`src/rtl/input_blanking_window_timer_defines.svh`:
```
// assertion macros for the blanking window timer
`ifndef INPUT_BLANKING_WINDOW_TIMER_DEFINES_SVH
`define INPUT_BLANKING_WINDOW_TIMER_DEFINES_SVH

`ifndef SYNTH
`define IBWT_ASSERT_SAME(lbl, clk, rst_n, ante, cons) \
    lbl: assert property (@(posedge clk) disable iff (!rst_n) (ante) |-> (cons)) \
        else $error("ibwt assertion failed");
`define IBWT_ASSERT_NEXT(lbl, clk, rst_n, ante, cons) \
    lbl: assert property (@(posedge clk) disable iff (!rst_n) (ante) |=> (cons)) \
        else $error("ibwt assertion failed");
`else
`define IBWT_ASSERT_SAME(lbl, clk, rst_n, ante, cons)
`define IBWT_ASSERT_NEXT(lbl, clk, rst_n, ante, cons)
`endif

`endif

```
`src/rtl/ibwt_pkg.sv`:
```
package ibwt_pkg;

    localparam int unsigned TIME_W = 32;
    localparam int unsigned FUNC_W = 3;
    localparam int unsigned ADDR_W = 3;
    localparam int unsigned DATA_W = 32;

    localparam logic [TIME_W-1:0] GUARD_RESET = 32'd1000;
    localparam logic [0:0] REG_GUARD = 1'b0;

    typedef enum logic [FUNC_W-1:0] {
        FUNC_QUERY   = 3'd0,
        FUNC_TRANS   = 3'd1,
        FUNC_DISCON  = 3'd2,
        FUNC_CONNECT = 3'd3,
        FUNC_TIMEOUT = 3'd4,
        FUNC_CLEAR   = 3'd5
    } t_func;

    typedef struct packed {
        logic [FUNC_W-1:0] func;
        logic [TIME_W-1:0] now_ms;
        logic [TIME_W-1:0] timeout_ms;
    } t_evt;

    // guard length and its triple, the series cap span
    typedef struct packed {
        logic [TIME_W-1:0] guard;
        logic [TIME_W-1:0] guard3;
    } t_guard;

    // wrap-safe "a before b"
    function automatic logic is_before(input logic [TIME_W-1:0] a,
                                       input logic [TIME_W-1:0] b);
        logic [TIME_W-1:0] d;
        d = a - b;
        return d[TIME_W-1];
    endfunction

endpackage

```
`src/rtl/ibwt_cfg.sv`:
```
module ibwt_cfg (
    input  logic                         i_clk,
    input  logic                         i_rst_n,
    input  logic                         psel,
    input  logic                         penable,
    input  logic                         pwrite,
    input  logic [ibwt_pkg::ADDR_W-1:0]  paddr,
    input  logic [ibwt_pkg::DATA_W-1:0]  pwdata,
    output logic [ibwt_pkg::DATA_W-1:0]  prdata,
    output logic                         pready,
    output ibwt_pkg::t_guard             o_guard
);

    logic [ibwt_pkg::TIME_W-1:0] r_guard;
    logic [ibwt_pkg::TIME_W-1:0] r_guard3;
    logic                        w_sel;
    logic                        w_wr;

    assign w_sel  = (paddr[ibwt_pkg::ADDR_W-1:2] == ibwt_pkg::REG_GUARD);
    assign w_wr   = psel && penable && pwrite && w_sel;
    assign pready = 1'b1;
    assign prdata = w_sel ? r_guard : '0;

    always_ff @(posedge i_clk) begin
        if (!i_rst_n) begin
            r_guard  <= ibwt_pkg::GUARD_RESET;
            r_guard3 <= ibwt_pkg::GUARD_RESET + {ibwt_pkg::GUARD_RESET[30:0], 1'b0};
        end else if (w_wr) begin
            r_guard  <= pwdata;
            r_guard3 <= pwdata + {pwdata[30:0], 1'b0};
        end
    end

    assign o_guard.guard  = r_guard;
    assign o_guard.guard3 = r_guard3;

endmodule

```
`src/rtl/ibwt_core.sv`:
```
module ibwt_core (
    input  logic                         i_clk,
    input  logic                         i_rst_n,
    input  logic                         i_adv,
    input  ibwt_pkg::t_evt               i_evt,
    input  ibwt_pkg::t_guard             i_guard,
    output logic                         o_active,
    output logic [ibwt_pkg::TIME_W-1:0]  o_remaining_ms
);

    logic [ibwt_pkg::TIME_W-1:0] r_deadline, n_deadline;
    logic                        r_series_open, n_series_open;
    logic [ibwt_pkg::TIME_W-1:0] r_series_start, n_series_start;

    logic [ibwt_pkg::TIME_W-1:0] w_now;
    logic [ibwt_pkg::TIME_W-1:0] w_start;
    logic [ibwt_pkg::TIME_W-1:0] w_cap;
    logic [ibwt_pkg::TIME_W-1:0] w_guard_end;
    logic [ibwt_pkg::TIME_W-1:0] w_target;
    logic [ibwt_pkg::TIME_W-1:0] w_cand;
    logic                        w_ext_en;
    logic                        w_len_zero;
    logic                        w_win_act;
    ibwt_pkg::t_func             w_func;

    assign w_now       = i_evt.now_ms;
    assign w_func      = ibwt_pkg::t_func'(i_evt.func);
    assign w_start     = r_series_open ? r_series_start : w_now;
    assign w_cap       = w_start + i_guard.guard3;
    assign w_guard_end = w_now + i_guard.guard;
    assign w_target    = ibwt_pkg::is_before(w_cap, w_guard_end) ? w_cap : w_guard_end;
    assign w_win_act   = (r_deadline != '0) && ibwt_pkg::is_before(w_now, r_deadline);

    always_comb begin
        n_deadline     = r_deadline;
        n_series_open  = r_series_open;
        n_series_start = r_series_start;
        w_ext_en       = 1'b0;
        w_cand         = w_guard_end;
        w_len_zero     = 1'b1;
        case (w_func)
            ibwt_pkg::FUNC_TRANS: begin
                n_series_open  = 1'b0;
                n_series_start = '0;
                w_ext_en       = 1'b1;
                w_cand         = w_guard_end;
                w_len_zero     = (i_guard.guard == '0);
            end
            ibwt_pkg::FUNC_DISCON: begin
                n_series_open  = 1'b1;
                n_series_start = w_start;
                w_ext_en       = ibwt_pkg::is_before(w_now, w_cap);
                // now + (target - now) is target itself
                w_cand         = w_target;
                w_len_zero     = (w_target == w_now);
            end
            ibwt_pkg::FUNC_CONNECT: begin
                n_series_open  = 1'b0;
                n_series_start = '0;
            end
            ibwt_pkg::FUNC_TIMEOUT: begin
                w_ext_en       = 1'b1;
                w_cand         = w_now + i_evt.timeout_ms;
                w_len_zero     = (i_evt.timeout_ms == '0);
            end
            ibwt_pkg::FUNC_CLEAR: begin
                n_deadline     = '0;
                n_series_open  = 1'b0;
                n_series_start = '0;
            end
            default: begin
            end
        endcase
        if (w_ext_en && !w_len_zero &&
            (!w_win_act || ibwt_pkg::is_before(r_deadline, w_cand))) begin
            n_deadline = w_cand;
        end
    end

    assign o_active       = (n_deadline != '0) && ibwt_pkg::is_before(w_now, n_deadline);
    assign o_remaining_ms = o_active ? (n_deadline - w_now) : '0;

    always_ff @(posedge i_clk) begin
        if (!i_rst_n) begin
            r_deadline     <= '0;
            r_series_open  <= 1'b0;
            r_series_start <= '0;
        end else if (i_adv) begin
            r_deadline     <= n_deadline;
            r_series_open  <= n_series_open;
            r_series_start <= n_series_start;
        end
    end

endmodule

```
`src/rtl/input_blanking_window_timer.sv`:
```
// a word is taken into the input register; its result is then registered in the result register and shown
// throughput: one word per cycle while i_stall is low; state update and result come from the same combinational logic
// a stalled result register holds; the input register still takes one more word
// reset (synchronous, i_rst_n low): window inactive, no disconnect series,
// guard length 1000 ms, both registers empty
`include "input_blanking_window_timer_defines.svh"

module input_blanking_window_timer (
    input  logic                         i_clk,
    input  logic                         i_rst_n,
    input  logic                         psel,
    input  logic                         penable,
    input  logic                         pwrite,
    input  logic [ibwt_pkg::ADDR_W-1:0]  paddr,
    input  logic [ibwt_pkg::DATA_W-1:0]  pwdata,
    output logic [ibwt_pkg::DATA_W-1:0]  prdata,
    output logic                         pready,
    input  logic                         i_valid,
    output logic                         o_stall,
    input  logic [ibwt_pkg::FUNC_W-1:0]  i_func,
    input  logic [ibwt_pkg::TIME_W-1:0]  i_now_ms,
    input  logic [ibwt_pkg::TIME_W-1:0]  i_timeout_ms,
    output logic                         o_valid,
    input  logic                         i_stall,
    output logic                         o_active,
    output logic [ibwt_pkg::TIME_W-1:0]  o_remaining_ms
);

    ibwt_pkg::t_guard            w_guard;
    ibwt_pkg::t_evt              r_evt;
    logic                        r_in_valid;
    logic                        r_out_valid;
    logic                        r_active;
    logic [ibwt_pkg::TIME_W-1:0] r_remaining;
    logic                        w_adv;
    logic                        w_take;
    logic                        w_active;
    logic [ibwt_pkg::TIME_W-1:0] w_remaining;

    ibwt_cfg u_cfg (
        .i_clk   (i_clk),
        .i_rst_n (i_rst_n),
        .psel    (psel),
        .penable (penable),
        .pwrite  (pwrite),
        .paddr   (paddr),
        .pwdata  (pwdata),
        .prdata  (prdata),
        .pready  (pready),
        .o_guard (w_guard)
    );

    ibwt_core u_core (
        .i_clk          (i_clk),
        .i_rst_n        (i_rst_n),
        .i_adv          (w_adv),
        .i_evt          (r_evt),
        .i_guard        (w_guard),
        .o_active       (w_active),
        .o_remaining_ms (w_remaining)
    );

    // word moves into the result register when that register is free or drained
    assign w_adv   = r_in_valid && (!r_out_valid || !i_stall);
    assign o_stall = r_in_valid && !w_adv;
    assign w_take  = i_valid && !o_stall;

    always_ff @(posedge i_clk) begin
        if (!i_rst_n) begin
            r_in_valid <= 1'b0;
        end else if (w_take) begin
            r_in_valid <= 1'b1;
        end else if (w_adv) begin
            r_in_valid <= 1'b0;
        end
    end

    always_ff @(posedge i_clk) begin
        if (w_take) begin
            r_evt.func       <= i_func;
            r_evt.now_ms     <= i_now_ms;
            r_evt.timeout_ms <= i_timeout_ms;
        end
    end

    always_ff @(posedge i_clk) begin
        if (!i_rst_n) begin
            r_out_valid <= 1'b0;
        end else if (w_adv) begin
            r_out_valid <= 1'b1;
        end else if (!i_stall) begin
            r_out_valid <= 1'b0;
        end
    end

    always_ff @(posedge i_clk) begin
        if (w_adv) begin
            r_active    <= w_active;
            r_remaining <= w_remaining;
        end
    end

    assign o_valid        = r_out_valid;
    assign o_active       = r_active;
    assign o_remaining_ms = r_remaining;

    `IBWT_ASSERT_NEXT(a_clear_idle, i_clk, i_rst_n,
        w_adv && (r_evt.func == ibwt_pkg::FUNC_CLEAR), !o_active)
    `IBWT_ASSERT_SAME(a_idle_zero, i_clk, i_rst_n,
        o_valid && !o_active, o_remaining_ms == '0)
    `IBWT_ASSERT_SAME(a_stall_full, i_clk, i_rst_n,
        o_stall, r_in_valid && r_out_valid && i_stall)
    `IBWT_ASSERT_NEXT(a_adv_valid, i_clk, i_rst_n,
        w_adv, o_valid)

endmodule

```
`config.mk`:
```
export PLATFORM = sky130hd
export DESIGN_NAME = input_blanking_window_timer
export DESIGN_NICKNAME = d
export VERILOG_FILES = /design/src/rtl/ibwt_pkg.sv /design/src/rtl/ibwt_cfg.sv /design/src/rtl/ibwt_core.sv /design/src/rtl/input_blanking_window_timer.sv
export VERILOG_INCLUDE_DIRS = /design/src /design/src/rtl
export SDC_FILE = /design/constraint.sdc
export NUM_CORES = 1
export LEC_CHECK = 0
export BUFFER_PORTS_ARGS = -buffer_cell sky130_fd_sc_hd__buf_2
export CAP_MARGIN = 20
export CELL_PAD_IN_SITES_DETAIL_PLACEMENT = 1
export CELL_PAD_IN_SITES_GLOBAL_PLACEMENT = 1
export CORE_MARGIN = 4
export CORE_UTILIZATION = 39
export DETAILED_ROUTE_END_ITERATION = 7
export PLACE_DENSITY_LB_ADDON = 0.1
export SETUP_SLACK_MARGIN = 0.2
export SLEW_MARGIN = 20
export SYNTH_ARGS = -nofsm -noshare
export SYNTH_HDL_FRONTEND = slang
export SYNTH_HIERARCHICAL = 1
export SYNTH_SLANG_ARGS = --single-unit
```
`constraint.sdc`:
```
create_clock -name i_clk -period 36.2 [get_ports i_clk]
set_input_delay 5.43 -clock i_clk [delete_from_list [all_inputs] [get_ports i_clk]]
set_output_delay 5.43 -clock i_clk [all_outputs]
set_load 0.05 [all_outputs]
```
==> flow_summary.yaml <==
clocking:
  clk_root_buffer_cell: "sky130_fd_sc_hd__clkbuf_16"
  post_cts_setup_inserts: 0
  clk_latency_ns: 0.60
  tritoncts_clock_tree: "built"
  clock_tree_sinks: 230
  clock_pin_slew_on_the_worst_setup_and_hold_paths_ns: 0.06
  cts_resized: 0
  numCtsBuffers: 30
  post_cts_hold_buffer_count: 0
  number_of_buffers_on_the_longest_clock_path: 3
  clock_tree.htree_level_count: 1
setup_path:
  path_buf_inv: 3
  max_stage_delay_ns: 0.78
  most_prevalent_standard_cell_on_the_critical_path: "sky130_fd_sc_hd__a21oi_1"
  cp_top_family: "compound AO/OA/AOI/OAI gates"
  crit_arrival_ns: 15.75
  cp_slowest_cell: "sky130_fd_sc_hd__o311ai_1"
  crit_type: "register to register"
  crit_required_ns: 36.51
  r2r-start: "r_evt[33]"
  crit_path_end_kind: "register"
  critical_path.reg2reg.endpoint: "o_remaining_ms[31]"
  worst-path-max-fanout: 26
  timing.reg2reg.worst_path_depth: 54
  regToRegSetupSlack_ns: 20.76
  setup.worst_path.start_class: "register"
  cp-startpoint: "r_evt[33]"
synth:
  synth.avg_cell_area_um2: 8.368
  number_of_enable_type_register_cells_in_the_synthesized_netlist: 100
  dominantRegCellSynth: "sky130_fd_sc_hd__dfxtp_1"
  asyncSetResetFlopFracSynth_pct: 0
  mappedNetlistArea_um2: 22640
  netlist_top_cells_area: "sky130_fd_sc_hd__ha_1 17%, sky130_fd_sc_hd__edfxtp_1 13%, sky130_fd_sc_hd__dfxtp_1 11%, sky130_fd_sc_hd__a21oi_1 4.8%, sky130_fd_sc_hd__nand2_1 4.8%"
  ys_seq_area_share_pct: 24.75
  synth_area_leader_cell: "sky130_fd_sc_hd__ha_1"
  synthDistinctLibCells: 106
  synthesis.instances: 2706
  netlist.area_leader.share_pct: 16.80
  syn_nets: 3124
  synthesis.yosys.warnings: 6
  yosys_register_bits: 230
finish:
  fin_util_pct: 44.16
  final_net_count: 3265
  layout.cells.most_common_list: "304 x sky130_fd_sc_hd__ha_1, 292 x sky130_fd_sc_hd__nand2_1, 219 x sky130_fd_sc_hd__a21oi_1"
  regArea_um2: 5607
  area_growth_pct: 12.29
  final_common_cell: "sky130_fd_sc_hd__ha_1"
  num-fill-cells: 6929
  post_route_cells_drive_above_1_share_pct: 12.68
  area_of_the_multi_input_gates_um2: 15970
grt:
  antenna_found_initial: 1
  wire_length_of_the_first_global_routing_pass_mm: 132.9
  grt_max_degree: 76
  grt_pass1_vias: 22330
  globalRoute.totalOverflow: 0
  grt_util_all_layers_pct: 26.99
detailed_routing:
  final_antenna_net_count: 0
  detail_route.vias_per_cell: 5.937
  drcViolationCount: 0
  routed-via-count: 21590
  drt_iter0_drc: 1569
  wirelength_mm: 87.19
  avgRoutedWirePerCell_um: 23.97
  firstDrtPassIters: 5
hold_path:
  worstHoldStart: "u_cfg/r_guard3[6]"
  hold_end: "u_cfg/r_guard3[6]"
  hold_class: "register to register"
  worstHoldPathCells: 2
power:
  internal_power_summed_over_all_cells_w: 0.0006357
  power.density_nw_per_um2: 40.89
  overall_power_w: 0.001040
  pwr-share-clk_pct: 30.4
  pwr-share-comb_pct: 40.3
  p_seq_share_pct: 29.3
  static-leakage-power_nw: 11.52
  p_sw_share_pct: 38.86
  switching_power_w: 0.0004040
  peakVddDrop_mv: 0.04000
floorplan:
  core_area_um2: 57590
  floorplan.rows: 88
  initial_utilization_pct: 39.32
  io_pins: 177
  die_width_um: 249.0
  die_height_um: 249.0
  floorplan.die_area_um2: 61980
sta:
  report.final.setup_viol: 0
  timing.slew.headroom_pct: 33.22
  clock-skew-final_ns: 0.02819
  finalSetupTns_ns: 0
  final_max_slew_viol_count: 0
  final_hold_viol_count: 0
  clock.fmax_ghz: 0.06475
  rsz0062_at_grt: "no"
  post-route-min-period_ns: 15.44
  worst_pin_slew_ns: 1.002
  finalCritPeriodShare_pct: 42.67
  hold-worst-slack_ns: 0.4637
place:
  numPortBuffers: 173
  detailedPlacementHpwl_mm: 69.35
  routabilityCongestion: 0.9502
run_status:
  run_status: "finished clean"
run:
  drv_cap: 0
==> registers in the layout (all words and copies together) (netlist names), 31 cells and up <==
signal / flops
u_cfg/r_guard3: 31
o_remaining_ms: 32
r_evt: 67
u_core/r_deadline: 32
u_core/r_series_start: 32
u_cfg/r_guard: 32
==> cells in the mapped netlist (all sizes together) (30+ instances only) <==
library cell,number
dfxtp,130
edfxtp,100
nor2b,109
mux2i,30
a211oi,31
and3,31
o211a,36
nand4,38
xnor2,90
clkbuf,83
a22oi,38
a21o,118
nand2,292
inv,175
nor2,107
a21oi,228
nand3,64
nor4,32
xor2,47
nor3,41
ha,304
o21ai,156
mux2,34
==> tightest hold or removal path: stages, from the launching register on <==
cell and delay (ns):
sky130_fd_sc_hd__dfxtp_1 0.31, sky130_fd_sc_hd__nand2_1 0.06, sky130_fd_sc_hd__a21oi_1 0.05
==> routing by layer <==
metal,global-route usage (%),vias up,wire [µm],part of all wire [%]
met5,0,-,0,0
met4,8.206,0,2894,3.3
met3,2.715,130,3350,3.8
met2,46.69,466,41410,47
met1,35.68,10710,39540,45
li1,-,10280,-,-
==> power groups by stage <==
stage | sequential, W | clock, W | combinational [W]
2_1_floorplan | 0.000319 | 0 | 0.000281
3_3_place_gp | 0.000310 | 0 | 0.000399
3_5_place_dp | 0.000310 | 0 | 0.000412
4_1_cts | 0.000305 | 0.000326 | 0.000415
5_1_grt | 0.000306 | 0.000338 | 0.000458
6_report | 0.000305 | 0.000316 | 0.000419
==> kinds of logic after synthesis <==
family	synth area share [%]
other	0.01656
AND/OR/NAND/NOR	18.20
flip-flops	24.75
buffers and inverters	4.912
multiplexers	3.017
adder cells (fa/ha/maj)	17.28
AO/OA/AOI/OAI	25.96
XOR/XNOR	5.852
==> through the flow <==
step,cells,worst slack (ns),instance area (µm²)
after floorplan,2706,24.41,22640
after global placement,3579,21.26,24350
after detailed placement,3579,21.07,24350
after CTS,3635,20.90,25400
after global routing,3636,19.91,25430
final,3637,20.76,25430
==> worst max-delay path by stage <==
stage	depth (start not counted)	end
after floorplan	59	o_remaining_ms[31]
after global placement	54	o_remaining_ms[31]
after detailed placement	54	o_remaining_ms[31]
after CTS	54	o_remaining_ms[31]
after global routing	54	o_remaining_ms[31]
final	54	o_remaining_ms[31]
==> final cells by class <==
cell class              count  share of cell area, %
diodes                      1               0.009841
clock buffers              41                  3.567
clock inverters            15                 0.5511
inverters                 175                  2.583
multi-input cells        2197                  62.81
flip-flops and latches    230                  22.05
well taps                 765                  3.764
repair buffers            213                  4.665
(Power assumes the default switching activity.)
